**src/sv/status_led_pulse_encoder_macros.svh**
```systemverilog
// Assertion macros shared by the status LED pulse encoder modules.
// Define ASSERT_OFF to compile every assertion away.
`ifndef STATUS_LED_PULSE_ENCODER_MACROS_SVH
`define STATUS_LED_PULSE_ENCODER_MACROS_SVH
`ifndef ASSERT_OFF
`define SLPE_ASSERT_IMPL(lbl, clk, rst_n, ante, cons, msg) \
  lbl: assert property (@(posedge clk) disable iff (!rst_n) (ante) |-> (cons)) else $error(msg);
`define SLPE_ASSERT_NEXT(lbl, clk, rst_n, ante, cons, msg) \
  lbl: assert property (@(posedge clk) disable iff (!rst_n) (ante) |=> (cons)) else $error(msg);
`else
`define SLPE_ASSERT_IMPL(lbl, clk, rst_n, ante, cons, msg)
`define SLPE_ASSERT_NEXT(lbl, clk, rst_n, ante, cons, msg)
`endif
`endif

```
**src/sv/slpe_pkg.sv**
```systemverilog
// Types and constants of the status LED pulse encoder.
// No dependencies; imported by every module of the block.
package slpe_pkg;

  localparam int COND_W         = 3;
  localparam int COLOR_W        = 24;
  localparam int BYTE_W         = 8;
  localparam int BRIGHT_W       = 8;
  localparam int PROD_W         = 16;
  localparam int SIG_W          = 32;
  localparam int TICK_W         = 10;
  localparam int CFG_IDX_W      = 3;
  localparam int NUM_COLORS     = 6;
  localparam int BITS_PER_FRAME = 24;
  localparam int SYM_IDX_W      = 5;
  localparam int QDEPTH         = 2;
  localparam int QPTR_W         = $clog2(QDEPTH);
  localparam int QCNT_W         = $clog2(QDEPTH + 1);

  localparam logic [BRIGHT_W-1:0] BRIGHT_RESET = 8'd255;
  localparam logic [SYM_IDX_W-1:0] LAST_SYM_IDX = 5'(BITS_PER_FRAME);

  localparam logic [TICK_W-1:0] ZERO_HIGH_TICKS = 10'd4;
  localparam logic [TICK_W-1:0] ZERO_LOW_TICKS  = 10'd9;
  localparam logic [TICK_W-1:0] ONE_HIGH_TICKS  = 10'd8;
  localparam logic [TICK_W-1:0] ONE_LOW_TICKS   = 10'd5;

  typedef enum logic [CFG_IDX_W-1:0] {
    CFG_COLOR_STARTING     = 3'd0,
    CFG_COLOR_ONLINE       = 3'd1,
    CFG_COLOR_ON_BATTERY   = 3'd2,
    CFG_COLOR_LOW_BATTERY  = 3'd3,
    CFG_COLOR_FAULT        = 3'd4,
    CFG_COLOR_DISCONNECTED = 3'd5,
    CFG_BRIGHTNESS         = 3'd6
  } cfg_idx_t;

  typedef struct packed {
    logic [BYTE_W-1:0] g;
    logic [BYTE_W-1:0] r;
    logic [BYTE_W-1:0] b;
  } grb_t;

endpackage

```
**src/sv/status_led_pulse_encoder.sv**
```systemverilog
// Top level of the status LED pulse encoder: front, frame queue and back.
// Depends on slpe_pkg, slpe_front, slpe_queue and slpe_back.
//
// A condition code is taken while in_stall is low. A code whose
// colour and brightness match the last frame sent produces nothing; any
// other code produces a frame of 25 symbols (24 data bits, G,R,B, MSB
// first, then a low reset symbol with out_last_symbol set). The serializer
// emits one symbol per cycle while out_stall is low. A frame passes the
// palette lookup and multiply, the divide by 255, the queue and the output
// register. The queue holds two scaled frames, the one going out among
// them, so the input accepts codes while a frame goes out until the front
// stages fill. The reset symbol carries RESET_TICKS truncated to 10 bits.
module status_led_pulse_encoder import slpe_pkg::*; #(
  parameter int RESET_TICKS = 1000
) (
  input  logic                 clk,
  input  logic                 rst_n,
  input  logic                 cfg_we,
  input  logic [CFG_IDX_W-1:0] cfg_index,
  input  logic [COLOR_W-1:0]   cfg_data,
  input  logic                 in_valid,
  output logic                 in_stall,
  input  logic [COND_W-1:0]    in_condition,
  output logic                 out_valid,
  input  logic                 out_stall,
  output logic                 out_first_level,
  output logic [TICK_W-1:0]    out_first_ticks,
  output logic                 out_second_level,
  output logic [TICK_W-1:0]    out_second_ticks,
  output logic                 out_last_symbol
);

  localparam logic [TICK_W-1:0] RstTicks = TICK_W'(RESET_TICKS % (1 << TICK_W));

  logic push_valid, push_ready, pop_valid, pop_ready;
  grb_t push_frame, pop_frame;

  slpe_front u_front (
    .clk          (clk),
    .rst_n        (rst_n),
    .cfg_we       (cfg_we),
    .cfg_index    (cfg_index),
    .cfg_data     (cfg_data),
    .in_valid     (in_valid),
    .in_stall     (in_stall),
    .in_condition (in_condition),
    .push_valid   (push_valid),
    .push_ready   (push_ready),
    .push_frame   (push_frame)
  );

  slpe_queue u_queue (
    .clk        (clk),
    .rst_n      (rst_n),
    .push_valid (push_valid),
    .push_ready (push_ready),
    .push_frame (push_frame),
    .pop_valid  (pop_valid),
    .pop_ready  (pop_ready),
    .pop_frame  (pop_frame)
  );

  slpe_back #(
    .RST_TICKS (RstTicks)
  ) u_back (
    .clk              (clk),
    .rst_n            (rst_n),
    .pop_valid        (pop_valid),
    .pop_ready        (pop_ready),
    .pop_frame        (pop_frame),
    .out_valid        (out_valid),
    .out_stall        (out_stall),
    .out_first_level  (out_first_level),
    .out_first_ticks  (out_first_ticks),
    .out_second_level (out_second_level),
    .out_second_ticks (out_second_ticks),
    .out_last_symbol  (out_last_symbol)
  );

endmodule

```
**src/sv/slpe_queue.sv**
```systemverilog
// Short frame queue between the classifier front and the serializer back.
// Depends on slpe_pkg for the frame type and depth.
module slpe_queue import slpe_pkg::*; (
  input  logic clk,
  input  logic rst_n,
  input  logic push_valid,
  output logic push_ready,
  input  grb_t push_frame,
  output logic pop_valid,
  input  logic pop_ready,
  output grb_t pop_frame
);

  grb_t              mem_r [QDEPTH];
  logic [QPTR_W-1:0] wr_ptr_r, wr_ptr_nxt;
  logic [QPTR_W-1:0] rd_ptr_r, rd_ptr_nxt;
  logic [QCNT_W-1:0] count_r, count_nxt;
  logic              do_push, do_pop;

  assign push_ready = (count_r != QCNT_W'(QDEPTH));
  assign pop_valid  = (count_r != '0);
  assign pop_frame  = mem_r[rd_ptr_r];
  assign do_push    = push_valid && push_ready;
  assign do_pop     = pop_valid && pop_ready;

  always_comb begin
    wr_ptr_nxt = wr_ptr_r;
    rd_ptr_nxt = rd_ptr_r;
    count_nxt  = count_r;
    if (do_push) begin
      wr_ptr_nxt = (wr_ptr_r == QPTR_W'(QDEPTH - 1)) ? '0 : wr_ptr_r + 1'b1;
    end
    if (do_pop) begin
      rd_ptr_nxt = (rd_ptr_r == QPTR_W'(QDEPTH - 1)) ? '0 : rd_ptr_r + 1'b1;
    end
    case ({do_push, do_pop})
      2'b10:   count_nxt = count_r + 1'b1;
      2'b01:   count_nxt = count_r - 1'b1;
      default: count_nxt = count_r;
    endcase
  end

  always_ff @(posedge clk) begin
    if (!rst_n) begin
      wr_ptr_r <= '0;
      rd_ptr_r <= '0;
      count_r  <= '0;
    end else begin
      wr_ptr_r <= wr_ptr_nxt;
      rd_ptr_r <= rd_ptr_nxt;
      count_r  <= count_nxt;
    end
  end

  always_ff @(posedge clk) begin
    if (do_push) begin
      mem_r[wr_ptr_r] <= push_frame;
    end
  end

endmodule

```
**src/sv/slpe_front.sv**
```systemverilog
// Front of the encoder: palette and brightness registers, change detection
// and colour scaling. Depends on slpe_pkg and the assertion macro header.
`include "status_led_pulse_encoder_macros.svh"
module slpe_front import slpe_pkg::*; (
  input  logic                 clk,
  input  logic                 rst_n,
  input  logic                 cfg_we,
  input  logic [CFG_IDX_W-1:0] cfg_index,
  input  logic [COLOR_W-1:0]   cfg_data,
  input  logic                 in_valid,
  output logic                 in_stall,
  input  logic [COND_W-1:0]    in_condition,
  output logic                 push_valid,
  input  logic                 push_ready,
  output grb_t                 push_frame
);

  function automatic logic [BYTE_W-1:0] div255(input logic [PROD_W-1:0] x);
    logic [PROD_W:0] t;
    t = {1'b0, x} + (PROD_W+1)'(x[PROD_W-1:BYTE_W]) + 1'b1;
    return t[PROD_W-1:BYTE_W];
  endfunction

  logic [COLOR_W-1:0]  palette_r [NUM_COLORS];
  logic [BRIGHT_W-1:0] bright_r;
  logic [SIG_W-1:0]    last_sig_r;
  logic                has_sent_r, has_sent_nxt;
  logic                a_valid_r, a_valid_nxt;
  logic                b_valid_r, b_valid_nxt;
  logic [PROD_W-1:0]   prod_g_r, prod_r_r, prod_b_r;
  grb_t                b_frame_r;

  logic [COLOR_W-1:0]  rgb;
  logic [SIG_W-1:0]    sig;
  logic                send, in_accept;
  logic                a_move, a_free, b_free;

  assign rgb = (in_condition < COND_W'(NUM_COLORS)) ? palette_r[in_condition] : '0;
  assign sig = {rgb, bright_r};
  assign send = !has_sent_r || (sig != last_sig_r);

  assign b_free    = !b_valid_r || push_ready;
  assign a_move    = a_valid_r && b_free;
  assign a_free    = !a_valid_r || b_free;
  assign in_stall  = !a_free;
  assign in_accept = in_valid && !in_stall;

  always_comb begin
    a_valid_nxt  = (a_valid_r && !b_free) || (in_accept && send);
    b_valid_nxt  = (b_valid_r && !push_ready) || a_move;
    has_sent_nxt = has_sent_r || (in_accept && send);
  end

  always_ff @(posedge clk) begin
    if (!rst_n) begin
      for (int i = 0; i < NUM_COLORS; i++) begin
        palette_r[i] <= '0;
      end
      bright_r   <= BRIGHT_RESET;
      has_sent_r <= 1'b0;
      a_valid_r  <= 1'b0;
      b_valid_r  <= 1'b0;
    end else begin
      if (cfg_we) begin
        if (cfg_index < CFG_IDX_W'(NUM_COLORS)) begin
          palette_r[cfg_index] <= cfg_data;
        end else if (cfg_index == CFG_BRIGHTNESS) begin
          bright_r <= cfg_data[BRIGHT_W-1:0];
        end
      end
      has_sent_r <= has_sent_nxt;
      a_valid_r  <= a_valid_nxt;
      b_valid_r  <= b_valid_nxt;
    end
  end

  always_ff @(posedge clk) begin
    if (in_accept && send) begin
      last_sig_r <= sig;
      prod_g_r   <= PROD_W'(rgb[15:8])  * PROD_W'(bright_r);
      prod_r_r   <= PROD_W'(rgb[23:16]) * PROD_W'(bright_r);
      prod_b_r   <= PROD_W'(rgb[7:0])   * PROD_W'(bright_r);
    end
    if (a_move) begin
      b_frame_r.g <= div255(prod_g_r);
      b_frame_r.r <= div255(prod_r_r);
      b_frame_r.b <= div255(prod_b_r);
    end
  end

  assign push_valid = b_valid_r;
  assign push_frame = b_frame_r;

  `SLPE_ASSERT_IMPL(a_p_sent_flag, clk, rst_n, a_valid_r || b_valid_r, has_sent_r, "frame in flight before any send")
  `SLPE_ASSERT_NEXT(a_p_hold_a, clk, rst_n, rst_n && a_valid_r && !b_free, a_valid_r, "stage A dropped while blocked")
  `SLPE_ASSERT_NEXT(a_p_sig_upd, clk, rst_n, rst_n && in_accept && send, last_sig_r == $past(sig), "signature not recorded")

endmodule

```
**src/sv/slpe_back.sv**
```systemverilog
// Back of the encoder: serializes one queued frame into 24 bit symbols and
// a closing reset symbol. Depends on slpe_pkg and the assertion macro header.
`include "status_led_pulse_encoder_macros.svh"
module slpe_back import slpe_pkg::*; #(
  parameter logic [TICK_W-1:0] RST_TICKS = 10'd1000
) (
  input  logic              clk,
  input  logic              rst_n,
  input  logic              pop_valid,
  output logic              pop_ready,
  input  grb_t              pop_frame,
  output logic              out_valid,
  input  logic              out_stall,
  output logic              out_first_level,
  output logic [TICK_W-1:0] out_first_ticks,
  output logic              out_second_level,
  output logic [TICK_W-1:0] out_second_ticks,
  output logic              out_last_symbol
);

  logic [SYM_IDX_W-1:0] idx_r, idx_nxt;
  logic                 out_valid_r, out_valid_nxt;
  logic                 first_level_r, second_level_r, last_r;
  logic [TICK_W-1:0]    first_ticks_r, second_ticks_r;
  logic                 load, at_last, cur_bit;
  logic [SYM_IDX_W-1:0] bit_sel;

  assign load    = pop_valid && (!out_valid_r || !out_stall);
  assign at_last = (idx_r == LAST_SYM_IDX);
  assign bit_sel = SYM_IDX_W'(BITS_PER_FRAME - 1) - idx_r;
  assign cur_bit = pop_frame[bit_sel];
  assign pop_ready = load && at_last;

  always_comb begin
    idx_nxt = idx_r;
    if (load) begin
      idx_nxt = at_last ? '0 : idx_r + 1'b1;
    end
    out_valid_nxt = load || (out_valid_r && out_stall);
  end

  always_ff @(posedge clk) begin
    if (!rst_n) begin
      idx_r       <= '0;
      out_valid_r <= 1'b0;
    end else begin
      idx_r       <= idx_nxt;
      out_valid_r <= out_valid_nxt;
    end
  end

  always_ff @(posedge clk) begin
    if (load) begin
      if (at_last) begin
        first_level_r  <= 1'b0;
        first_ticks_r  <= RST_TICKS;
        second_level_r <= 1'b0;
        second_ticks_r <= RST_TICKS;
        last_r         <= 1'b1;
      end else begin
        first_level_r  <= 1'b1;
        first_ticks_r  <= cur_bit ? ONE_HIGH_TICKS : ZERO_HIGH_TICKS;
        second_level_r <= 1'b0;
        second_ticks_r <= cur_bit ? ONE_LOW_TICKS : ZERO_LOW_TICKS;
        last_r         <= 1'b0;
      end
    end
  end

  assign out_valid        = out_valid_r;
  assign out_first_level  = first_level_r;
  assign out_first_ticks  = first_ticks_r;
  assign out_second_level = second_level_r;
  assign out_second_ticks = second_ticks_r;
  assign out_last_symbol  = last_r;

  `SLPE_ASSERT_IMPL(a_b_idx_range, clk, rst_n, 1'b1, idx_r <= LAST_SYM_IDX, "symbol index out of range")
  `SLPE_ASSERT_IMPL(a_b_frame_held, clk, rst_n, idx_r != '0, pop_valid, "frame lost mid-serialization")
  `SLPE_ASSERT_NEXT(a_b_stall_idx, clk, rst_n, rst_n && out_valid_r && out_stall, $stable(idx_r), "index moved under stall")

endmodule
```
**config.mk**
```make
export PLATFORM = sky130hd
export DESIGN_NAME = status_led_pulse_encoder
export DESIGN_NICKNAME = d
export VERILOG_FILES = /design/src/sv/slpe_pkg.sv /design/src/sv/status_led_pulse_encoder.sv /design/src/sv/slpe_queue.sv /design/src/sv/slpe_front.sv /design/src/sv/slpe_back.sv
export VERILOG_INCLUDE_DIRS = /design/src /design/src/sv
export SDC_FILE = /design/constraint.sdc
export NUM_CORES = 1
export LEC_CHECK = 0
export BUFFER_PORTS_ARGS = -buffer_cell sky130_fd_sc_hd__buf_2
export CORE_ASPECT_RATIO = 1.1
export CORE_MARGIN = 2
export CORE_UTILIZATION = 35
export CTS_BUF_LIST = sky130_fd_sc_hd__clkbuf_4
export DETAILED_ROUTE_END_ITERATION = 8
export GPL_TIMING_DRIVEN = 1
export HOLD_SLACK_MARGIN = 0.1
export PLACE_DENSITY_LB_ADDON = 0.08
export SKIP_LAST_GASP = 1
export SLEW_MARGIN = 20
export SYNTH_ARGS = -nofsm -noshare
export SYNTH_HDL_FRONTEND = slang
export SYNTH_SLANG_ARGS = --single-unit
```
**constraint.sdc**
```tcl
create_clock -name clk -period 10.4 [get_ports clk]
set_clock_uncertainty 0.15 [all_clocks]
set_input_delay 1.56 -clock clk [delete_from_list [all_inputs] [get_ports clk]]
set_output_delay 1.56 -clock clk [all_outputs]
set_load 0.02 [all_outputs]
```
==> impl_results.md <==
- Outcome: finished, final reports clean
- Lkg Pwr: approximately 9.4 nW
- Fin. max-slew vios: 0
- Yosys cell types: 71
- Core Rows: 92
- Routed WL per cell: roughly 18 µm
- Vias in the first global route: between 10000 and 15000
- Worst EP arrival: 7.76 ns
- Hold WC Path Type: register to register
- Core area: ~0.058 mm²
- Placement Cell Area: roughly 0.021 mm²
- First-pass GRT wire length: about 76 mm
- Worst Reg-to-Reg Cells: 17
- Die X: about 230 µm
- Crit-path max FO: 18
- Highest-count cells in the layout ignoring fill and taps: edfxtp_1 (304), inv_1 (208), nor2_1 (183)
- Final HPWL DP: about 33 mm
- Crit path launch type: input pin
- Final hold slack: about 0.27 ns
- Overflow after GRT: 0
- Area share of the largest cell type after synthesis: between 40 and 50%
- Root buf cell: clkbuf_4
- RSZ-0062 raised after global routing: no
- Die height: roughly 260 µm
- Largest area contributor in the netlist: edfxtp_1
- I/O Pins: 60
- Maximum VDD drop: 0.126 mV
- Routed Antenna Nets: 0
- Die Footprint: slightly above 0.06 mm²
- Worst setup EP type: register
- Top cells by area, synth: edfxtp_1 (45%), fa_1 (11%), ha_1 (8.1%), inv_1 (3.8%), nor2b_1 (3.6%)
- Initial Util: 35.5%
- Sequential area share after synthesis: a little under half
- Total track usage: roughly 16%
- R2R Path End: u_front.prod_g_r[15]$_DFFE_PP_
- Syn Area/Cell: roughly 12 µm²
- First-pass iteration count of the detailed router: 4
- Crit Reg-Reg Startpoint: u_front.palette_r[5][9]$_DFFE_PP_
- Initial antenna violation count: 1
- P per Cell Area: between 200 and 300 mW/mm²
- Sequential share of power: approximately a third
- Vias/cell: around 4.7
- R2R Setup Slk: roughly 4.2 ns
- Postcts setup bufs: 0
- Hold Path End: u_queue.mem_r[1][16]$_DFFE_PP_
- Switch share: 36.7%
- Worst Tran Pin Value: ~1.1 ns
- Post-synth top flop: edfxtp_1
- NetSw: 2.11 mW
- Final Hold Vio Count: 0
- PortBufs: between 50 and 60
- Clk_lat worst skew: 0.80 ns
- Total Wirelength: 47.6 mm
- Clk slew on worst S/H paths: 0.07 ns
- Number of synthesized flops with an enable pin: around 300
- Design area: about 0.023 mm²
- DR vias: around 13000
- Hold buffers post-CTS: 0
- Rel. slew slack: 28.1%
- # setup viols final: 0
- Syn Std Cell Area: 0.0204 mm²
- Commonest non-fill, non-tap cell in the layout: edfxtp_1
- CTS tree: done
- Maximum clock rate: between 100 and 150 MHz
- Fin cells: between 2000 and 3000
- CTS max path bufs: 3
- Hold depth: 0
- Placer Congestion: ~0.8
- Synthesis-to-layout area growth: 11.1%
- Clock network power share: about a fifth
- Max-cap violations: 0
- Min-delay src: u_front.push_frame[16]$_DFFE_PP_
- Dpl cells: around 2500
- Comb power frac: a little under half
- DRC viols: 0
- YS warnings: 0
- Final nets: approximately 2100
- Worst Path Required: 10.75 ns
- Final period util: 71.2%
- Final core occ: roughly two fifths
- Num CTS Buffers: 94
- Internal: 3.65 mW
- Async SR Flop Fraction: 0%
- Layout cells sized above 1: ~15%
- H-tree depth: 3
- Largest net degree at the start of global routing: roughly 80
- CTS resizes: 0
- DRT iter0 DRCs: 623
- Post-Syn Instances: roughly 1800
- Critical path class: input pin to register
- Yosys reg bits: between 300 and 400
- Final min period: ~7.4 ns
- CTS Sinks: 326
- Setup_tns: 0 ns
[synthesized netlist by cell type, types with 6 or more instances]
master	number
fa_1	108
buf_2	6
and2b_1	6
xnor2_1	62
mux4_1	6
inv_1	208
o21a_1	14
mux2_2	13
nor2b_1	119
nand2_1	115
a21oi_1	42
ha_1	132
nand3_1	29
nor3_1	28
nand2b_1	9
clkbuf_1	52
mux4_2	25
and2_1	49
mux2i_1	30
o21ai_0	15
dfxtp_1	22
nor2_1	185
xor2_1	26
or2_2	7
buf_4	16
or3_1	6
edfxtp_1	304
and3_1	25
nand4_1	7
[worst max-delay path: stages]
cell	delay (ns)
buf_2	0.49
buf_4	0.38
mux2i_1	0.27
nand2_1	0.08
a32oi_1	0.89
inv_1	0.15
nand2_1	0.15
fa_1	0.43
fa_1	0.55
inv_1	0.05
fa_1	0.52
inv_1	0.05
fa_1	0.52
inv_1	0.04
ha_1	0.32
a21boi_0	0.18
o41a_1	0.38
a41o_1	0.27
o41ai_1	0.32
xnor2_1	0.11
[power by group through the flow]
stage,sequential [mW],combinational (mW),clock (mW)
5_1_grt,1.92,3.13,1.31
2_1_floorplan,1.89,2.16,0
3_5_place_dp,1.93,2.71,0
4_1_cts,1.90,2.73,1.24
6_report,1.90,2.68,1.18
3_3_place_gp,1.93,2.70,0
[worst max path at each step]
stage | to | slack, ns | cells past startpoint | from
final | u_front.prod_g_r[15]$_DFFE_PP_ | 2.99 | 20 | in_condition[0]
after global routing | u_front.prod_g_r[15]$_DFFE_PP_ | 2.70 | 20 | in_condition[0]
after CTS | u_front.prod_g_r[15]$_DFFE_PP_ | 3.06 | 20 | in_condition[0]
after detailed placement | u_front.prod_g_r[15]$_DFFE_PP_ | 2.21 | 20 | in_condition[0]
after global placement | u_front.prod_g_r[15]$_DFFE_PP_ | 2.28 | 20 | in_condition[0]
after floorplan | u_front.last_sig_r[0]$_DFFE_PP_ | 3.13 | 9 | in_condition[2]
[kinds of logic after synthesis]
logic type / share of synthesized area [%]
simple gates: 14.4
flops: 46.9
buf+inv: 5.94
fa+ha+maj: 18.7
compound gates: 4.62
xor+xnor: 3.77
mux: 5.72
other cells: 0.0184
[flip-flops by register name, indices dropped and copies added, names as in the netlist, 2 cells and up, named ones only]
signal and cells:
u_front.palette_r 144, u_back.out_first_ticks 2, u_front.prod_r_r 16, u_back.idx_r 5, u_front.prod_g_r 16, u_front.prod_b_r 16
u_front.bright_r 8, u_queue.mem_r 48, u_front.last_sig_r 32, u_queue.count_r 2, u_back.out_second_ticks 4, u_front.push_frame 24
[layer usage]
metal / global-route usage [%] / share of wire (%) / vias up
li1: - / - / 6193
met1: 20.6 / 45 / 6214
met2: 28.3 / 50 / 175
met3: 2.76 / 3.1 / 67
met4: 5.14 / 1.7 / 0
met5: 0 / 0 / -
[stage by stage]
| step | setup WS (ns) | total power, mW |
|---|---|---|
| after floorplan | 3.13 | 4.04 |
| after global placement | 2.28 | 4.63 |
| after detailed placement | 2.21 | 4.64 |
| after CTS | 3.06 | 5.88 |
| after global routing | 2.70 | 6.35 |
| final | 2.99 | 5.76 |
[layout make-up]
cell class | instances | area, µm²
Antenna cell | 3 | 7.51
Clock buffer | 140 | 1050
Clock inverter | 24 | 131
Fill cell | 5720 | 34900
Inverter | 208 | 781
Multi-Input combinational cell | 1140 | 9720
Sequential cell | 326 | 9570
Tap cell | 752 | 941
Timing Repair Buffer | 81 | 488
Note: power is estimated with default switching activity, not from simulation.
